<file path="config.mk">
export PLATFORM = sky130hd
export DESIGN_NAME = selective_repeat_send_window
export DESIGN_NICKNAME = d
export VERILOG_FILES = /design/src/hw/rtl/srsw_pkg.sv /design/src/hw/rtl/selective_repeat_send_window.sv /design/src/hw/rtl/srsw_ram.sv /design/src/hw/rtl/srsw_cfg.sv /design/src/hw/rtl/srsw_ctrl.sv
export SDC_FILE = /design/constraint.sdc
export NUM_CORES = 2
export LEC_CHECK = 0
export ABC_AREA = 1
export BUFFER_PORTS_ARGS = -buffer_cell sky130_fd_sc_hd__buf_2
export CORE_ASPECT_RATIO = 1.2
export CORE_MARGIN = 2
export CORE_UTILIZATION = 55
export DETAILED_ROUTE_END_ITERATION = 12
export PLACE_DENSITY = 0.78
export SYNTH_ARGS = -nofsm -noshare
export SYNTH_HDL_FRONTEND = slang
export SYNTH_SLANG_ARGS = --single-unit
</file>
<file path="constraint.sdc">
create_clock -name aclk -period 5.7 [get_ports aclk]
set_input_delay 1.14 -clock aclk [delete_from_list [all_inputs] [get_ports aclk]]
set_output_delay 1.14 -clock aclk [all_outputs]
set_load 0.005 [all_outputs]
</file>
<file path="src/hw/rtl/srsw_pkg.sv">
`timescale 1ns / 1ps
// ----------------------------------------------------------------------------
// srsw_pkg: shared types and constants
// Command and result codes, register indexes, the sequencer state type and
// the configuration bundle of the selective-repeat send window.
// ----------------------------------------------------------------------------
package srsw_pkg;

    localparam int WINDOW_DEPTH_DEF = 32;
    localparam int AGE_WIDTH_DEF    = 16;

    localparam int SEQ_W   = 32;
    localparam int LIM_W   = 6;
    localparam int RTO_W   = 16;
    localparam int PROT_W  = 32;
    localparam int TYPE_W  = 8;
    localparam int CMD_W   = 2;
    localparam int KIND_W  = 3;
    localparam int CIDX_W  = 3;
    localparam int CDATA_W = 32;

    localparam logic [CMD_W-1:0] CMD_TICK  = 2'd0;
    localparam logic [CMD_W-1:0] CMD_ACK   = 2'd1;
    localparam logic [CMD_W-1:0] CMD_ROUND = 2'd2;

    localparam logic [CIDX_W-1:0] REG_TOTAL    = 3'd0;
    localparam logic [CIDX_W-1:0] REG_WINDOW   = 3'd1;
    localparam logic [CIDX_W-1:0] REG_BATCH    = 3'd2;
    localparam logic [CIDX_W-1:0] REG_RTO      = 3'd3;
    localparam logic [CIDX_W-1:0] REG_PROTOCOL = 3'd4;
    localparam logic [CIDX_W-1:0] REG_ACK_TYPE = 3'd5;

    typedef enum logic [KIND_W-1:0] {
        KIND_NEW     = 3'd0,
        KIND_RETX    = 3'd1,
        KIND_ACKED   = 3'd2,
        KIND_IGNORED = 3'd3,
        KIND_IDLE    = 3'd4,
        KIND_DONE    = 3'd5
    } kind_t;

    typedef enum logic [3:0] {
        ST_IDLE,
        ST_TICK_RD,
        ST_TICK_WR,
        ST_ACK_RD,
        ST_ACK_CMP,
        ST_SEND,
        ST_RETX_RD,
        ST_RETX_CMP,
        ST_FINISH
    } state_t;

    typedef struct packed {
        logic [SEQ_W-1:0]  packet_total;
        logic [LIM_W-1:0]  window_limit;
        logic [LIM_W-1:0]  send_batch;
        logic [RTO_W-1:0]  rto_ticks;
        logic [PROT_W-1:0] proto_ident;
        logic [TYPE_W-1:0] ack_type_code;
    } cfg_t;

endpackage

</file>
<file path="src/hw/rtl/selective_repeat_send_window.sv">
`timescale 1ns / 1ps
// ----------------------------------------------------------------------------
// selective_repeat_send_window: sender window of a selective-repeat ARQ
// Keeps the outstanding sequence numbers and their ages in a slot table,
// ages them on ticks, frees them on acknowledgments and issues new sends and
// retransmits on send rounds.
// ----------------------------------------------------------------------------
//
//  Channel   Direction  Ports                                     Accepted when
//  request   in         s_cmd, s_ack_seq, s_ack_protocol, s_ack_type  s_valid & s_ready
//  result    out        m_kind, m_seq, m_last                     m_valid & m_ready
//  config    in         cfg_index, cfg_wdata                      cfg_wr_en
//
// One request is handled at a time; the next one is accepted only after the
// current one has finished. A tick or an acknowledgment walks the slot table,
// skipping free slots and reading each occupied slot from memory before it is
// updated or compared; an acknowledgment stops at the first matching slot.
// A round first issues its new sends, then walks the table for retransmits.
// Every result leaves through a one-deep hold stage and an output register;
// a stalled result channel pauses the walk.
// Reset is synchronous and clears the control state and the slot valid bits;
// the sequence and age memories need no clearing pass.
//
module selective_repeat_send_window #(
    parameter int WINDOW_DEPTH = srsw_pkg::WINDOW_DEPTH_DEF,
    parameter int AGE_WIDTH    = srsw_pkg::AGE_WIDTH_DEF
) (
    input  logic                          aclk,
    input  logic                          aresetn,
    input  logic                          cfg_wr_en,
    input  logic [srsw_pkg::CIDX_W-1:0]   cfg_index,
    input  logic [srsw_pkg::CDATA_W-1:0]  cfg_wdata,
    input  logic                          s_valid,
    output logic                          s_ready,
    input  logic [srsw_pkg::CMD_W-1:0]    s_cmd,
    input  logic [srsw_pkg::SEQ_W-1:0]    s_ack_seq,
    input  logic [srsw_pkg::PROT_W-1:0]   s_ack_protocol,
    input  logic [srsw_pkg::TYPE_W-1:0]   s_ack_type,
    output logic                          m_valid,
    input  logic                          m_ready,
    output logic [srsw_pkg::KIND_W-1:0]   m_kind,
    output logic [srsw_pkg::SEQ_W-1:0]    m_seq,
    output logic                          m_last
);

    localparam int IDXW = WINDOW_DEPTH > 1 ? $clog2(WINDOW_DEPTH) : 1;

    srsw_pkg::cfg_t               cfg;
    logic                         mem_re, seq_we, age_we;
    logic [IDXW-1:0]              mem_raddr, mem_waddr;
    logic [srsw_pkg::SEQ_W-1:0]   seq_wdata, seq_rdata;
    logic [AGE_WIDTH-1:0]         age_wdata, age_rdata;

    // Control registers; the user must write them only while the block is idle, the block itself does not enforce this.
    srsw_cfg u_cfg (
        .aclk      (aclk),
        .aresetn   (aresetn),
        .cfg_wr_en (cfg_wr_en),
        .cfg_index (cfg_index),
        .cfg_wdata (cfg_wdata),
        .cfg       (cfg)
    );

    // Sequencer: owns the valid bits and counters, drives both memories.
    srsw_ctrl #(
        .WINDOW_DEPTH (WINDOW_DEPTH),
        .AGE_WIDTH    (AGE_WIDTH)
    ) u_ctrl (
        .aclk           (aclk),
        .aresetn        (aresetn),
        .cfg            (cfg),
        .s_valid        (s_valid),
        .s_ready        (s_ready),
        .s_cmd          (s_cmd),
        .s_ack_seq      (s_ack_seq),
        .s_ack_protocol (s_ack_protocol),
        .s_ack_type     (s_ack_type),
        .m_valid        (m_valid),
        .m_ready        (m_ready),
        .m_kind         (m_kind),
        .m_seq          (m_seq),
        .m_last         (m_last),
        .mem_re         (mem_re),
        .mem_raddr      (mem_raddr),
        .seq_we         (seq_we),
        .age_we         (age_we),
        .mem_waddr      (mem_waddr),
        .seq_wdata      (seq_wdata),
        .age_wdata      (age_wdata),
        .seq_rdata      (seq_rdata),
        .age_rdata      (age_rdata)
    );

    // Sequence number of each slot.
    srsw_ram #(
        .WIDTH (srsw_pkg::SEQ_W),
        .DEPTH (WINDOW_DEPTH)
    ) u_seq_ram (
        .aclk  (aclk),
        .we    (seq_we),
        .waddr (mem_waddr),
        .wdata (seq_wdata),
        .re    (mem_re),
        .raddr (mem_raddr),
        .rdata (seq_rdata)
    );

    // Age of each slot in ticks, saturating.
    srsw_ram #(
        .WIDTH (AGE_WIDTH),
        .DEPTH (WINDOW_DEPTH)
    ) u_age_ram (
        .aclk  (aclk),
        .we    (age_we),
        .waddr (mem_waddr),
        .wdata (age_wdata),
        .re    (mem_re),
        .raddr (mem_raddr),
        .rdata (age_rdata)
    );

endmodule

</file>
<file path="src/hw/rtl/srsw_ram.sv">
`timescale 1ns / 1ps
// ----------------------------------------------------------------------------
// srsw_ram: generic simple dual-port RAM
// One write port, one read port, read data registered.
// ----------------------------------------------------------------------------
module srsw_ram #(
    parameter int WIDTH = 32,
    parameter int DEPTH = 32
) (
    input  logic                                  aclk,
    input  logic                                  we,
    input  logic [(DEPTH > 1 ? $clog2(DEPTH) : 1)-1:0] waddr,
    input  logic [WIDTH-1:0]                      wdata,
    input  logic                                  re,
    input  logic [(DEPTH > 1 ? $clog2(DEPTH) : 1)-1:0] raddr,
    output logic [WIDTH-1:0]                      rdata
);

    logic [WIDTH-1:0] mem [DEPTH];

    always_ff @(posedge aclk) begin
        if (we) begin
            mem[waddr] <= wdata;
        end
        if (re) begin
            rdata <= mem[raddr];
        end
    end

endmodule

</file>
<file path="src/hw/rtl/srsw_cfg.sv">
`timescale 1ns / 1ps
// ----------------------------------------------------------------------------
// srsw_cfg: configuration register file
// Decodes the write port into the six control registers.
// ----------------------------------------------------------------------------
module srsw_cfg (
    input  logic                          aclk,
    input  logic                          aresetn,
    input  logic                          cfg_wr_en,
    input  logic [srsw_pkg::CIDX_W-1:0]   cfg_index,
    input  logic [srsw_pkg::CDATA_W-1:0]  cfg_wdata,
    output srsw_pkg::cfg_t                cfg
);

    srsw_pkg::cfg_t cfg_reg;

    always_ff @(posedge aclk) begin
        if (!aresetn) begin
            cfg_reg.packet_total  <= '0;
            cfg_reg.window_limit  <= srsw_pkg::LIM_W'(32);
            cfg_reg.send_batch    <= srsw_pkg::LIM_W'(32);
            cfg_reg.rto_ticks     <= srsw_pkg::RTO_W'(100);
            cfg_reg.proto_ident   <= '0;
            cfg_reg.ack_type_code <= '0;
        end else if (cfg_wr_en) begin
            unique case (cfg_index)
                srsw_pkg::REG_TOTAL:    cfg_reg.packet_total <= cfg_wdata;
                srsw_pkg::REG_WINDOW:
                    cfg_reg.window_limit <= cfg_wdata[srsw_pkg::LIM_W-1:0];
                srsw_pkg::REG_BATCH:
                    cfg_reg.send_batch <= cfg_wdata[srsw_pkg::LIM_W-1:0];
                srsw_pkg::REG_RTO:
                    cfg_reg.rto_ticks <= cfg_wdata[srsw_pkg::RTO_W-1:0];
                srsw_pkg::REG_PROTOCOL: cfg_reg.proto_ident <= cfg_wdata;
                srsw_pkg::REG_ACK_TYPE:
                    cfg_reg.ack_type_code <= cfg_wdata[srsw_pkg::TYPE_W-1:0];
                default: ;
            endcase
        end
    end

    assign cfg = cfg_reg;

endmodule

</file>
<file path="src/hw/rtl/srsw_ctrl.sv">
`timescale 1ns / 1ps
// ----------------------------------------------------------------------------
// srsw_ctrl: window sequencer
// Walks the slot table in memory for ticks, acknowledgments and send rounds,
// and delivers results through a one-deep hold stage and an output register.
// ----------------------------------------------------------------------------
module srsw_ctrl #(
    parameter int WINDOW_DEPTH = srsw_pkg::WINDOW_DEPTH_DEF,
    parameter int AGE_WIDTH    = srsw_pkg::AGE_WIDTH_DEF,
    localparam int IDXW        = WINDOW_DEPTH > 1 ? $clog2(WINDOW_DEPTH) : 1
) (
    input  logic                          aclk,
    input  logic                          aresetn,
    input  srsw_pkg::cfg_t                cfg,
    input  logic                          s_valid,
    output logic                          s_ready,
    input  logic [srsw_pkg::CMD_W-1:0]    s_cmd,
    input  logic [srsw_pkg::SEQ_W-1:0]    s_ack_seq,
    input  logic [srsw_pkg::PROT_W-1:0]   s_ack_protocol,
    input  logic [srsw_pkg::TYPE_W-1:0]   s_ack_type,
    output logic                          m_valid,
    input  logic                          m_ready,
    output logic [srsw_pkg::KIND_W-1:0]   m_kind,
    output logic [srsw_pkg::SEQ_W-1:0]    m_seq,
    output logic                          m_last,
    output logic                          mem_re,
    output logic [IDXW-1:0]               mem_raddr,
    output logic                          seq_we,
    output logic                          age_we,
    output logic [IDXW-1:0]               mem_waddr,
    output logic [srsw_pkg::SEQ_W-1:0]    seq_wdata,
    output logic [AGE_WIDTH-1:0]          age_wdata,
    input  logic [srsw_pkg::SEQ_W-1:0]    seq_rdata,
    input  logic [AGE_WIDTH-1:0]          age_rdata
);

    localparam int CNT_W  = $clog2(WINDOW_DEPTH + 1);
    localparam int CMP_W  = AGE_WIDTH > srsw_pkg::RTO_W ? AGE_WIDTH : srsw_pkg::RTO_W;
    localparam logic [IDXW-1:0] IDX_LAST = IDXW'(WINDOW_DEPTH - 1);

    srsw_pkg::state_t state_reg, state_next;

    logic [IDXW-1:0]              idx_reg, idx_next;
    logic [srsw_pkg::CMD_W-1:0]   cmd_reg, cmd_next;
    logic [srsw_pkg::SEQ_W-1:0]   ack_seq_reg, ack_seq_next;
    logic                         removed_reg, removed_next;
    logic [srsw_pkg::SEQ_W-1:0]   nseq_reg, nseq_next;
    logic [CNT_W-1:0]             count_reg, count_next;
    logic [srsw_pkg::LIM_W-1:0]   sent_reg, sent_next;
    logic [WINDOW_DEPTH-1:0]      valid_reg, valid_next;
    logic                         hold_valid_reg, hold_valid_next;
    srsw_pkg::kind_t              hold_kind_reg, hold_kind_next;
    logic [srsw_pkg::SEQ_W-1:0]   hold_seq_reg, hold_seq_next;
    logic                         out_valid_reg, out_valid_next;
    srsw_pkg::kind_t              out_kind_reg, out_kind_next;
    logic [srsw_pkg::SEQ_W-1:0]   out_seq_reg, out_seq_next;
    logic                         out_last_reg, out_last_next;

    logic                         out_free, emit_ok, idx_last, slot_live;
    logic                         free_found, send_go, retx_hit, ack_ok;
    logic [IDXW-1:0]              free_idx;
    logic [srsw_pkg::LIM_W-1:0]   cap;
    logic                         emit_new;
    srsw_pkg::kind_t              emit_kind;
    logic [srsw_pkg::SEQ_W-1:0]   emit_seq;
    srsw_pkg::kind_t              final_kind;
    logic [srsw_pkg::SEQ_W-1:0]   final_seq;

    assign out_free  = !out_valid_reg || m_ready;
    assign emit_ok   = !hold_valid_reg || out_free;
    assign idx_last  = idx_reg == IDX_LAST;
    assign slot_live = valid_reg[idx_reg];
    assign ack_ok    = s_ack_protocol == cfg.proto_ident && s_ack_type == cfg.ack_type_code;
    assign cap       = cfg.send_batch < srsw_pkg::LIM_W'(WINDOW_DEPTH)
                       ? cfg.send_batch : srsw_pkg::LIM_W'(WINDOW_DEPTH);
    assign retx_hit  = CMP_W'(age_rdata) >= CMP_W'(cfg.rto_ticks);

    // Lowest free slot.
    always_comb begin
        free_found = 1'b0;
        free_idx   = '0;
        for (int i = WINDOW_DEPTH - 1; i >= 0; i--) begin
            if (!valid_reg[i]) begin
                free_found = 1'b1;
                free_idx   = IDXW'(i);
            end
        end
    end

    assign send_go = nseq_reg < cfg.packet_total && sent_reg < cap
                     && srsw_pkg::LIM_W'(count_reg) < cfg.window_limit && free_found;

    // Next state.
    always_comb begin
        state_next = state_reg;
        unique case (state_reg)
            srsw_pkg::ST_IDLE: begin
                if (s_valid) begin
                    unique case (s_cmd)
                        srsw_pkg::CMD_TICK:  state_next = srsw_pkg::ST_TICK_RD;
                        srsw_pkg::CMD_ACK:
                            state_next = ack_ok ? srsw_pkg::ST_ACK_RD : srsw_pkg::ST_FINISH;
                        srsw_pkg::CMD_ROUND: state_next = srsw_pkg::ST_SEND;
                        default:             state_next = srsw_pkg::ST_FINISH;
                    endcase
                end
            end
            srsw_pkg::ST_TICK_RD: begin
                if (slot_live)     state_next = srsw_pkg::ST_TICK_WR;
                else if (idx_last) state_next = srsw_pkg::ST_FINISH;
            end
            srsw_pkg::ST_TICK_WR: begin
                state_next = idx_last ? srsw_pkg::ST_FINISH : srsw_pkg::ST_TICK_RD;
            end
            srsw_pkg::ST_ACK_RD: begin
                if (slot_live)     state_next = srsw_pkg::ST_ACK_CMP;
                else if (idx_last) state_next = srsw_pkg::ST_FINISH;
            end
            srsw_pkg::ST_ACK_CMP: begin
                if (seq_rdata == ack_seq_reg || idx_last) state_next = srsw_pkg::ST_FINISH;
                else                                     state_next = srsw_pkg::ST_ACK_RD;
            end
            srsw_pkg::ST_SEND: begin
                if (!send_go) state_next = srsw_pkg::ST_RETX_RD;
            end
            srsw_pkg::ST_RETX_RD: begin
                if (slot_live)     state_next = srsw_pkg::ST_RETX_CMP;
                else if (idx_last) state_next = srsw_pkg::ST_FINISH;
            end
            srsw_pkg::ST_RETX_CMP: begin
                if (!retx_hit || emit_ok) begin
                    state_next = idx_last ? srsw_pkg::ST_FINISH : srsw_pkg::ST_RETX_RD;
                end
            end
            srsw_pkg::ST_FINISH: begin
                if (out_free) state_next = srsw_pkg::ST_IDLE;
            end
            default: state_next = srsw_pkg::ST_IDLE;
        endcase
    end

    // Datapath and memory control.
    always_comb begin
        idx_next     = idx_reg;
        cmd_next     = cmd_reg;
        ack_seq_next = ack_seq_reg;
        removed_next = removed_reg;
        nseq_next    = nseq_reg;
        count_next   = count_reg;
        sent_next    = sent_reg;
        valid_next   = valid_reg;
        mem_re       = 1'b0;
        mem_raddr    = idx_reg;
        seq_we       = 1'b0;
        age_we       = 1'b0;
        mem_waddr    = idx_reg;
        seq_wdata    = nseq_reg;
        age_wdata    = '0;
        emit_new     = 1'b0;
        emit_kind    = srsw_pkg::KIND_NEW;
        emit_seq     = nseq_reg;
        s_ready      = 1'b0;

        unique case (state_reg)
            srsw_pkg::ST_IDLE: begin
                s_ready = 1'b1;
                if (s_valid) begin
                    idx_next     = '0;
                    cmd_next     = s_cmd;
                    ack_seq_next = s_ack_seq;
                    removed_next = 1'b0;
                    sent_next    = '0;
                end
            end
            srsw_pkg::ST_TICK_RD, srsw_pkg::ST_ACK_RD, srsw_pkg::ST_RETX_RD: begin
                mem_re = slot_live;
                if (!slot_live && !idx_last) idx_next = idx_reg + 1'b1;
            end
            srsw_pkg::ST_TICK_WR: begin
                age_we    = age_rdata != {AGE_WIDTH{1'b1}};
                age_wdata = AGE_WIDTH'(age_rdata + 1'b1);
                if (!idx_last) idx_next = idx_reg + 1'b1;
            end
            srsw_pkg::ST_ACK_CMP: begin
                if (seq_rdata == ack_seq_reg) begin
                    valid_next[idx_reg] = 1'b0;
                    count_next          = count_reg - 1'b1;
                    removed_next        = 1'b1;
                end else if (!idx_last) begin
                    idx_next = idx_reg + 1'b1;
                end
            end
            srsw_pkg::ST_SEND: begin
                if (!send_go) begin
                    idx_next = '0;
                end else if (emit_ok) begin
                    seq_we               = 1'b1;
                    age_we               = 1'b1;
                    mem_waddr            = free_idx;
                    valid_next[free_idx] = 1'b1;
                    count_next           = count_reg + 1'b1;
                    nseq_next            = nseq_reg + 1'b1;
                    sent_next            = sent_reg + 1'b1;
                    emit_new             = 1'b1;
                end
            end
            srsw_pkg::ST_RETX_CMP: begin
                if (!retx_hit || emit_ok) begin
                    if (!idx_last) idx_next = idx_reg + 1'b1;
                end
                if (retx_hit && emit_ok) begin
                    age_we    = 1'b1;
                    emit_new  = 1'b1;
                    emit_kind = srsw_pkg::KIND_RETX;
                    emit_seq  = seq_rdata;
                end
            end
            srsw_pkg::ST_FINISH: ;
            default: ;
        endcase
    end

    // Result of the final step when no earlier result is held.
    always_comb begin
        final_kind = srsw_pkg::KIND_IDLE;
        final_seq  = '0;
        case (cmd_reg)
            srsw_pkg::CMD_ACK: begin
                final_kind = removed_reg ? srsw_pkg::KIND_ACKED : srsw_pkg::KIND_IGNORED;
                final_seq  = ack_seq_reg;
            end
            srsw_pkg::CMD_ROUND: begin
                if (nseq_reg >= cfg.packet_total && count_reg == '0) begin
                    final_kind = srsw_pkg::KIND_DONE;
                    final_seq  = nseq_reg;
                end
            end
            default: ;
        endcase
    end

    // Hold stage and output register. A result waits in the hold stage until
    // the next one arrives or the item finishes, which decides its last flag.
    always_comb begin
        hold_valid_next = hold_valid_reg;
        hold_kind_next  = hold_kind_reg;
        hold_seq_next   = hold_seq_reg;
        out_valid_next  = out_valid_reg && !m_ready;
        out_kind_next   = out_kind_reg;
        out_seq_next    = out_seq_reg;
        out_last_next   = out_last_reg;
        if (emit_new) begin
            if (hold_valid_reg) begin
                out_valid_next = 1'b1;
                out_kind_next  = hold_kind_reg;
                out_seq_next   = hold_seq_reg;
                out_last_next  = 1'b0;
            end
            hold_valid_next = 1'b1;
            hold_kind_next  = emit_kind;
            hold_seq_next   = emit_seq;
        end else if (state_reg == srsw_pkg::ST_FINISH && out_free) begin
            out_valid_next  = 1'b1;
            out_last_next   = 1'b1;
            out_kind_next   = hold_valid_reg ? hold_kind_reg : final_kind;
            out_seq_next    = hold_valid_reg ? hold_seq_reg : final_seq;
            hold_valid_next = 1'b0;
        end
    end

    always_ff @(posedge aclk) begin
        if (!aresetn) begin
            state_reg      <= srsw_pkg::ST_IDLE;
            nseq_reg       <= '0;
            count_reg      <= '0;
            valid_reg      <= '0;
            hold_valid_reg <= 1'b0;
            out_valid_reg  <= 1'b0;
        end else begin
            state_reg      <= state_next;
            nseq_reg       <= nseq_next;
            count_reg      <= count_next;
            valid_reg      <= valid_next;
            hold_valid_reg <= hold_valid_next;
            out_valid_reg  <= out_valid_next;
        end
    end

    always_ff @(posedge aclk) begin
        idx_reg       <= idx_next;
        cmd_reg       <= cmd_next;
        ack_seq_reg   <= ack_seq_next;
        removed_reg   <= removed_next;
        sent_reg      <= sent_next;
        hold_kind_reg <= hold_kind_next;
        hold_seq_reg  <= hold_seq_next;
        out_kind_reg  <= out_kind_next;
        out_seq_reg   <= out_seq_next;
        out_last_reg  <= out_last_next;
    end

    assign m_valid = out_valid_reg;
    assign m_kind  = out_kind_reg;
    assign m_seq   = out_seq_reg;
    assign m_last  = out_last_reg;

endmodule

</file>
**Yosys cells after proc, flatten, opt, wreduce, memory -nomap -nowiden**

Memory sizes are Yosys's and may differ from the RTL's. A register that Yosys moved wholly into a read port is not among the register bits.
Cells that the tools add are included.

- Add/sub/neg operators: 6
- Magnitude comparators: 10
- Equality and inequality tests: 32
- Multiplexer cells: 147
- Bitwise logic cells: 3
- Reductions and logical operators: 45

Operators with widths:

| cell | number |
|---|---|
| 32-bit 2-to-1 mux | 10 |
| 5-bit 2-to-1 mux | 41 |
| 32-bit case mux with 2 select lines | 2 |
| 32-bit == test | 2 |
| 1-bit 2-to-1 mux | 58 |
| 4-bit 2-to-1 mux | 12 |
| 6-bit 2-to-1 mux | 7 |
| 4-bit case mux with 9 select lines | 1 |
| 32-bit by 1-bit adder with 32-bit output (second input constant) | 1 |
| 32-bit bitwise AND | 1 |
| 32-bit greater-or-equal comparator | 1 |
| 32-bit < comparator | 1 |
| 32-bit NOT | 1 |
| 32-bit bitwise OR | 1 |
| 5-bit case mux with 6 select lines | 1 |
| 6-bit case mux with 2 select lines | 2 |
| 16-bit by 1-bit adder with 16-bit output (second input constant) | 1 |
| 4-bit by 3-bit == test with 1-bit output (second input constant) | 4 |
| 16-bit greater-or-equal comparator | 1 |
| 16-bit 2-to-1 mux | 1 |
| 16-bit inequality test (second input constant) | 1 |
| 2-bit AND reduction | 8 |
| 2-bit by 1-bit inequality test with 1-bit output (second input constant) | 7 |
| 6-bit by 1-bit adder with 6-bit output (second input constant) | 2 |
| 37 further kinds | 76 |

- Flip-flop bits (word level): 293
- Bits in writable memories: 1536
- Input port bits: 114
- Output and inout bits: 38
- Logic and storage cells: 267
- Memories kept: 2

Memories:

| memory | words | bits a word | read ports | clocked after memory_dff | write ports | line | text |
|---|---|---|---|---|---|---|---|
| u_seq_ram.mem | 32 | 32 | 1 | 1 | 1 | srsw_ram.sv:19 | `logic [WIDTH-1:0] mem [DEPTH];` |
| u_age_ram.mem | 32 | 16 | 1 | 1 | 1 | srsw_ram.sv:19 |  |

**Depth between registers and ports, before layout**

- Depth in word-level cells: 40
- Gate-level depth with buffers: 37
- Mapped depth without buffers: 36

**Cells and area by module**

Synthesis repeated with hierarchy kept, for this count alone.

- Cells, all modules: 7592
- Area total of the unflattened synthesis: 80701.1 um^2

Modules (own cells, without submodules):

| module | times used | cells an instance | area each (um^2) | seq. area each (um^2) |
|---|---|---|---|---|
| srsw_ram at u_seq_ram | 1 | 3536 | 42726.0 | 31710.4 |
| srsw_ram at u_age_ram | 1 | 1794 | 21461.8 | 15855.2 |
| srsw_ctrl | 1 | 1674 | 12505.7 | 4974.8 |
| srsw_cfg | 1 | 588 | 4007.6 | 2001.9 |

**Least setup slack after synthesis**

Ideal clock, no wire load.

- Path kind: register to register
- Start: reg u_ctrl.nseq_reg (netlist bit u_ctrl.seq_wdata[3])
- End: reg u_ctrl.out_kind_reg[0], in the netlist u_ctrl.m_kind[0], enable pin
- Setup time: 444 ps
- Data arrival time: 4914 ps
- Path slack: 343 ps
- Cell stages (with the launch flop): 15
- Buffers on the path: 0
- Cells stage by stage: dfxtp_1 > ha_1 > a21oi_1 > o21ai_0 > nand2_1 > o211ai_1 > nand2_1 > o2111ai_1 > a21oi_1 > nand3_1 > nor2_2 > nand2_2 > nand2_1 > inv_1 > o22ai_1

- Word-level cells in the longest chain between the ends: 8

Ends and longest elaborated chain:

| what | line | text |
|---|---|---|
| start, declared | srsw_ctrl.sv:47 | `logic [srsw_pkg::SEQ_W-1:0] nseq_reg, nseq_next;` |
| start signal, assigned | srsw_ctrl.sv:281 | `nseq_reg <= nseq_next;` |
| 32-bit < comparator * | srsw_ctrl.sv:90 | `assign send_go = nseq_reg < cfg.packet_total && sent_reg < cap` |
| 1-bit logical AND * | srsw_ctrl.sv:90 |  |
| 1-bit logical AND * (2 in a row) | srsw_ctrl.sv:91 | `&& srsw_pkg::LIM_W'(count_reg) < cfg.window_limit && free_found;` |
| 1-bit 2-to-1 mux * | srsw_ctrl.sv:194 | `if (!send_go) begin` |
| 1-bit case mux with 2 select lines * | srsw_ctrl.sv:164 | `unique case (state_reg)` |
| via u_ctrl.emit_new | srsw_ctrl.sv:63 | `logic emit_new;` |
| 2-bit by 1-bit inequality test with 1-bit output (no source line) / 2-bit nonzero test (equally long branches) | n/a |  |
| 2-bit AND reduction (no source line) * | n/a |  |
| end signal, assigned | srsw_ctrl.sv:297 | `out_kind_reg <= out_kind_next;` |
| end, declared | srsw_ctrl.sv:55 | `srsw_pkg::kind_t out_kind_reg, out_kind_next;` |

The timed path passes the listed nets; every way through them passes the cells marked *.
A chain may end at the register's enable or synchronous reset.

**Worst setup path after layout**

- Start: reg u_cfg.cfg_reg (netlist bit u_cfg.cfg[99])
- End: mem u_seq_ram.mem[26][18], enable pin

- Word-level cells in the longest chain between the ends: 8

Ends and longest elaborated chain:

| what | line | text |
|---|---|---|
| start, declared | srsw_cfg.sv:15 | `srsw_pkg::cfg_t cfg_reg;` |
| 32-bit < comparator * | srsw_ctrl.sv:90 |  |
| 1-bit logical AND * | srsw_ctrl.sv:90 |  |
| 1-bit logical AND * (2 in a row) | srsw_ctrl.sv:91 |  |
| 1-bit 2-to-1 mux | srsw_ctrl.sv:194 |  |
| 1-bit 2-to-1 mux | srsw_ctrl.sv:164 |  |
| 1-bit 2-to-1 mux | srsw_ram.sv:22 | `if (we) begin` |
| 1-bit 2-to-1 mux (implied by the code) | srsw_ram.sv:23 | `mem[waddr] <= wdata;` |
| end, declared | srsw_ram.sv:19 |  |

Mark *: on every way between the ends. The rest lies on a longest branch, timed or not.

==> impl_metrics.tcl <==
set metrics [dict create \
    run_status "completed" \
    clock_tree_from_tritoncts "yes" \
    worstPathMaxFanout 33 \
    ctsHtreeMaxLevel 4 \
    final.setup_skew_ns 0.0357 \
    timing.rr.start "u_cfg.cfg[99]" \
    timing.final.setup_violations 0 \
    final_cell_mix "edfxtp_1 (1699), o21ai_0 (1019), nor2_1 (1018)" \
    final_ws_setup_ns 0.862 \
    cts.repair_timing.setup_buffer_count 0 \
    design.final.nets 6572 \
    initial_utilization 0.554 \
    min_period_over_period 0.849 \
    chipHeight_um 412 \
    ctsResizeCount 0 \
    grt_pass1_vias 50126 \
    period_needed_ns 4.84 \
    synth.ff_latch_count 1875 \
    routed-via-count 53103 \
    syn_to_final_growth_pct 11.5 \
    asyncSetResetFlopFracSynth 0 \
    fin_tns_setup_ns 0 \
    worst_hold_path_type "reg -> reg" \
    synth_ff_type "edfxtp_1" \
    synthesis.area_mm2 0.0762 \
    slew_headroom 0.0709 \
    grt_antenna_before_repair 7 \
    insertion_delay_ns 0.82 \
    cts_max_path_bufs 3 \
    grt.overflow.total 0 \
    hold_ws_ns 0.461 \
    io-pin-count 152 \
    fillCellCount 10011 \
    hold_path_end "u_cfg.cfg[47]" \
    ant_nets 0 \
    synthesis.yosys.warnings 0 \
    ys_seq_area_frac 0.716 \
    drive_gt1_frac 0.103 \
    timing.reg2reg.setup_slack_ns 0.86 \
    drc 0 \
    design.die.area_mm2 0.142 \
    die_w_um 344 \
    clock_tree_root "clkbuf_16" \
    place_worst_setup_slack_ns 0.886 \
    crit_path_start_kind "flop" \
    rsz0062_at_grt "false" \
    static_leakage_power_nw 28.8 \
    worstRegToRegCells 17 \
    critical_path_required_ns 6.20 \
    synth-edff-count 1699 \
    detailed_route_wire_length_per_cell_um 25.3 \
    grt_first_pass_wirelength_mm 309 \
    routed_via_density 6.38 \
    max_rail_drop_vdd_mv 0.340 \
    mostFrequentLayoutCell "edfxtp_1" \
    max_freq_ghz 0.207 \
    dpl.hpwl_mm 128 \
    finalHoldViolations 0 \
    buffer_ports.inserted 151 \
    hp-start "u_cfg.cfg[47]" \
    overall_global_routing_usage 0.293 \
    crit_arrival_ns 5.33 \
    ff_latch_area_mm2 0.0545 \
    timing.max_cap.violations 0 \
    cts.reportedPaths.clkPinSlew_ns 0.06 \
    critical_path_class "reg -> reg" \
    whs_path_depth 2 \
    multi_input_comb_area_mm2 0.0196 \
    core-area_mm2 0.138 \
    grt_start_max_net_pins 187 \
    cts-buffers-inserted 166 \
    tritoncts_num_sinks 1875 \
    gp_congestion 0.946 \
    synth.avg_cell_area_um2 12.2 \
    synth_cell_type_count 57 \
    worst_slew_pin_slew_ns 1.39 \
    route.final.wire_length_mm 211 \
    mappedNetlistNets 6460 \
    reg2reg_to "u_seq_ram.mem[26][18]" \
    cts_hold_buffers 0 \
    detailedRoute.firstIterationViolations 8069 \
    total_power_mw 38.1 \
    firstDrtPassIters 6 \
    syn-instance-count 6272 \
    critical_path.endpoint_type "flop" \
    fp-row-count 149 \
    power.density_cell_area_mw_per_mm2 448 \
    largest_register_ffs 1024 \
    drv_slew 0 \
]
## power by group
| group | total, mW | leakage, nW | switching, mW | internal (mW) |
|---|---|---|---|---|
| combinational | 11.0 | 8.99 | 8.16 | 2.88 |
| sequential | 16.0 | 17.2 | 0.301 | 15.7 |
| clock | 11.0 | 2.58 | 4.92 | 6.11 |
## cells by family (layout without fill, tap and decap cells)
logic type               Yosys count  count (layout)  synth area share
flip-flops                      1875            1875             0.716
adder cells (fa/ha/maj)           74              74            0.0122
other                              0               2                 0
AND/OR/NAND/NOR                 1769            1769            0.0956
XOR/XNOR                          51              51           0.00586
AO/OA/AOI/OAI                   1832            1832             0.137
buffers and inverters            671             914            0.0334
## stage by stage
step | util | area, um^2 | instances
floorplan | - | 76200 | 6272
global placement | 0.579 | 79700 | 8028
detailed placement | 0.579 | 79700 | 8028
CTS | 0.618 | 85000 | 8327
global route | 0.618 | 85000 | 8327
finish | 0.618 | 85000 | 8329
## worst max path at each step
stage / startpoint / end / slack, ns
floorplan: u_ctrl.seq_wdata[3] / u_ctrl.m_kind[0] / 0.34
finish: u_cfg.cfg[99] / u_seq_ram.mem[26][18] / 0.86
global placement: m_ready / u_seq_ram.mem[24][20] / 0.97
CTS: u_cfg.cfg[99] / u_seq_ram.mem[24][3] / 0.88
detailed placement: m_ready / u_seq_ram.mem[24][20] / 0.89
global route: u_cfg.cfg[99] / u_seq_ram.mem[24][24] / 0.65
## per-layer routing
layer  global-route usage  vias to the layer above  routed length (um)
li1                     -                    23250                   -
met1                0.381                    25458               75300
met2                0.470                     3766               99700
met3               0.0534                      623               23500
met4                0.158                        6               12300
met5                    0                        -                  45
## final cells by class
cell class                 count  share of cell area
sequential                  1875               0.642
inverter                     294              0.0132
multi-input combinational   3726               0.231
tap                         1812              0.0267
clock buffer                 205              0.0520
timing repair buffer         321              0.0257
antenna                        2           0.0000589
clock inverter                94              0.0101
## synthesized netlist by cell type, drive strengths merged (53+ instances only)
cell,count,area share
edfxtp,1699,0.67
nor2,1066,0.053
o21ai,1025,0.067
nand2,458,0.023
o22ai,390,0.032
clkbuf,363,0.018
inv,289,0.014
a21oi,187,0.012
dfxtp,176,0.046
a221oi,93,0.011
a22o,91,0.010
nand3,87,0.0064
ha,73,0.012
nand4,57,0.0049
nor3,53,0.0037
## critical path, cell delays in order, from the launching register on
cell and delay, ns:
dfxtp_1 0.31, inv_1 0.06, ha_1 0.31, nand2_1 0.08
inv_1 0.07, nand3_1 0.08, nor3_1 0.29, nor4b_1 0.47
a21oi_1 0.22, nand3_1 0.15, nor2_2 0.07, nand2_4 0.12
buf_4 0.73, nand2_2 0.22, nand2_8 0.23, nand3_2 0.13
nor2_4 0.57, buf_4 0.36
Note: power is estimated with default switching activity, not from simulation.
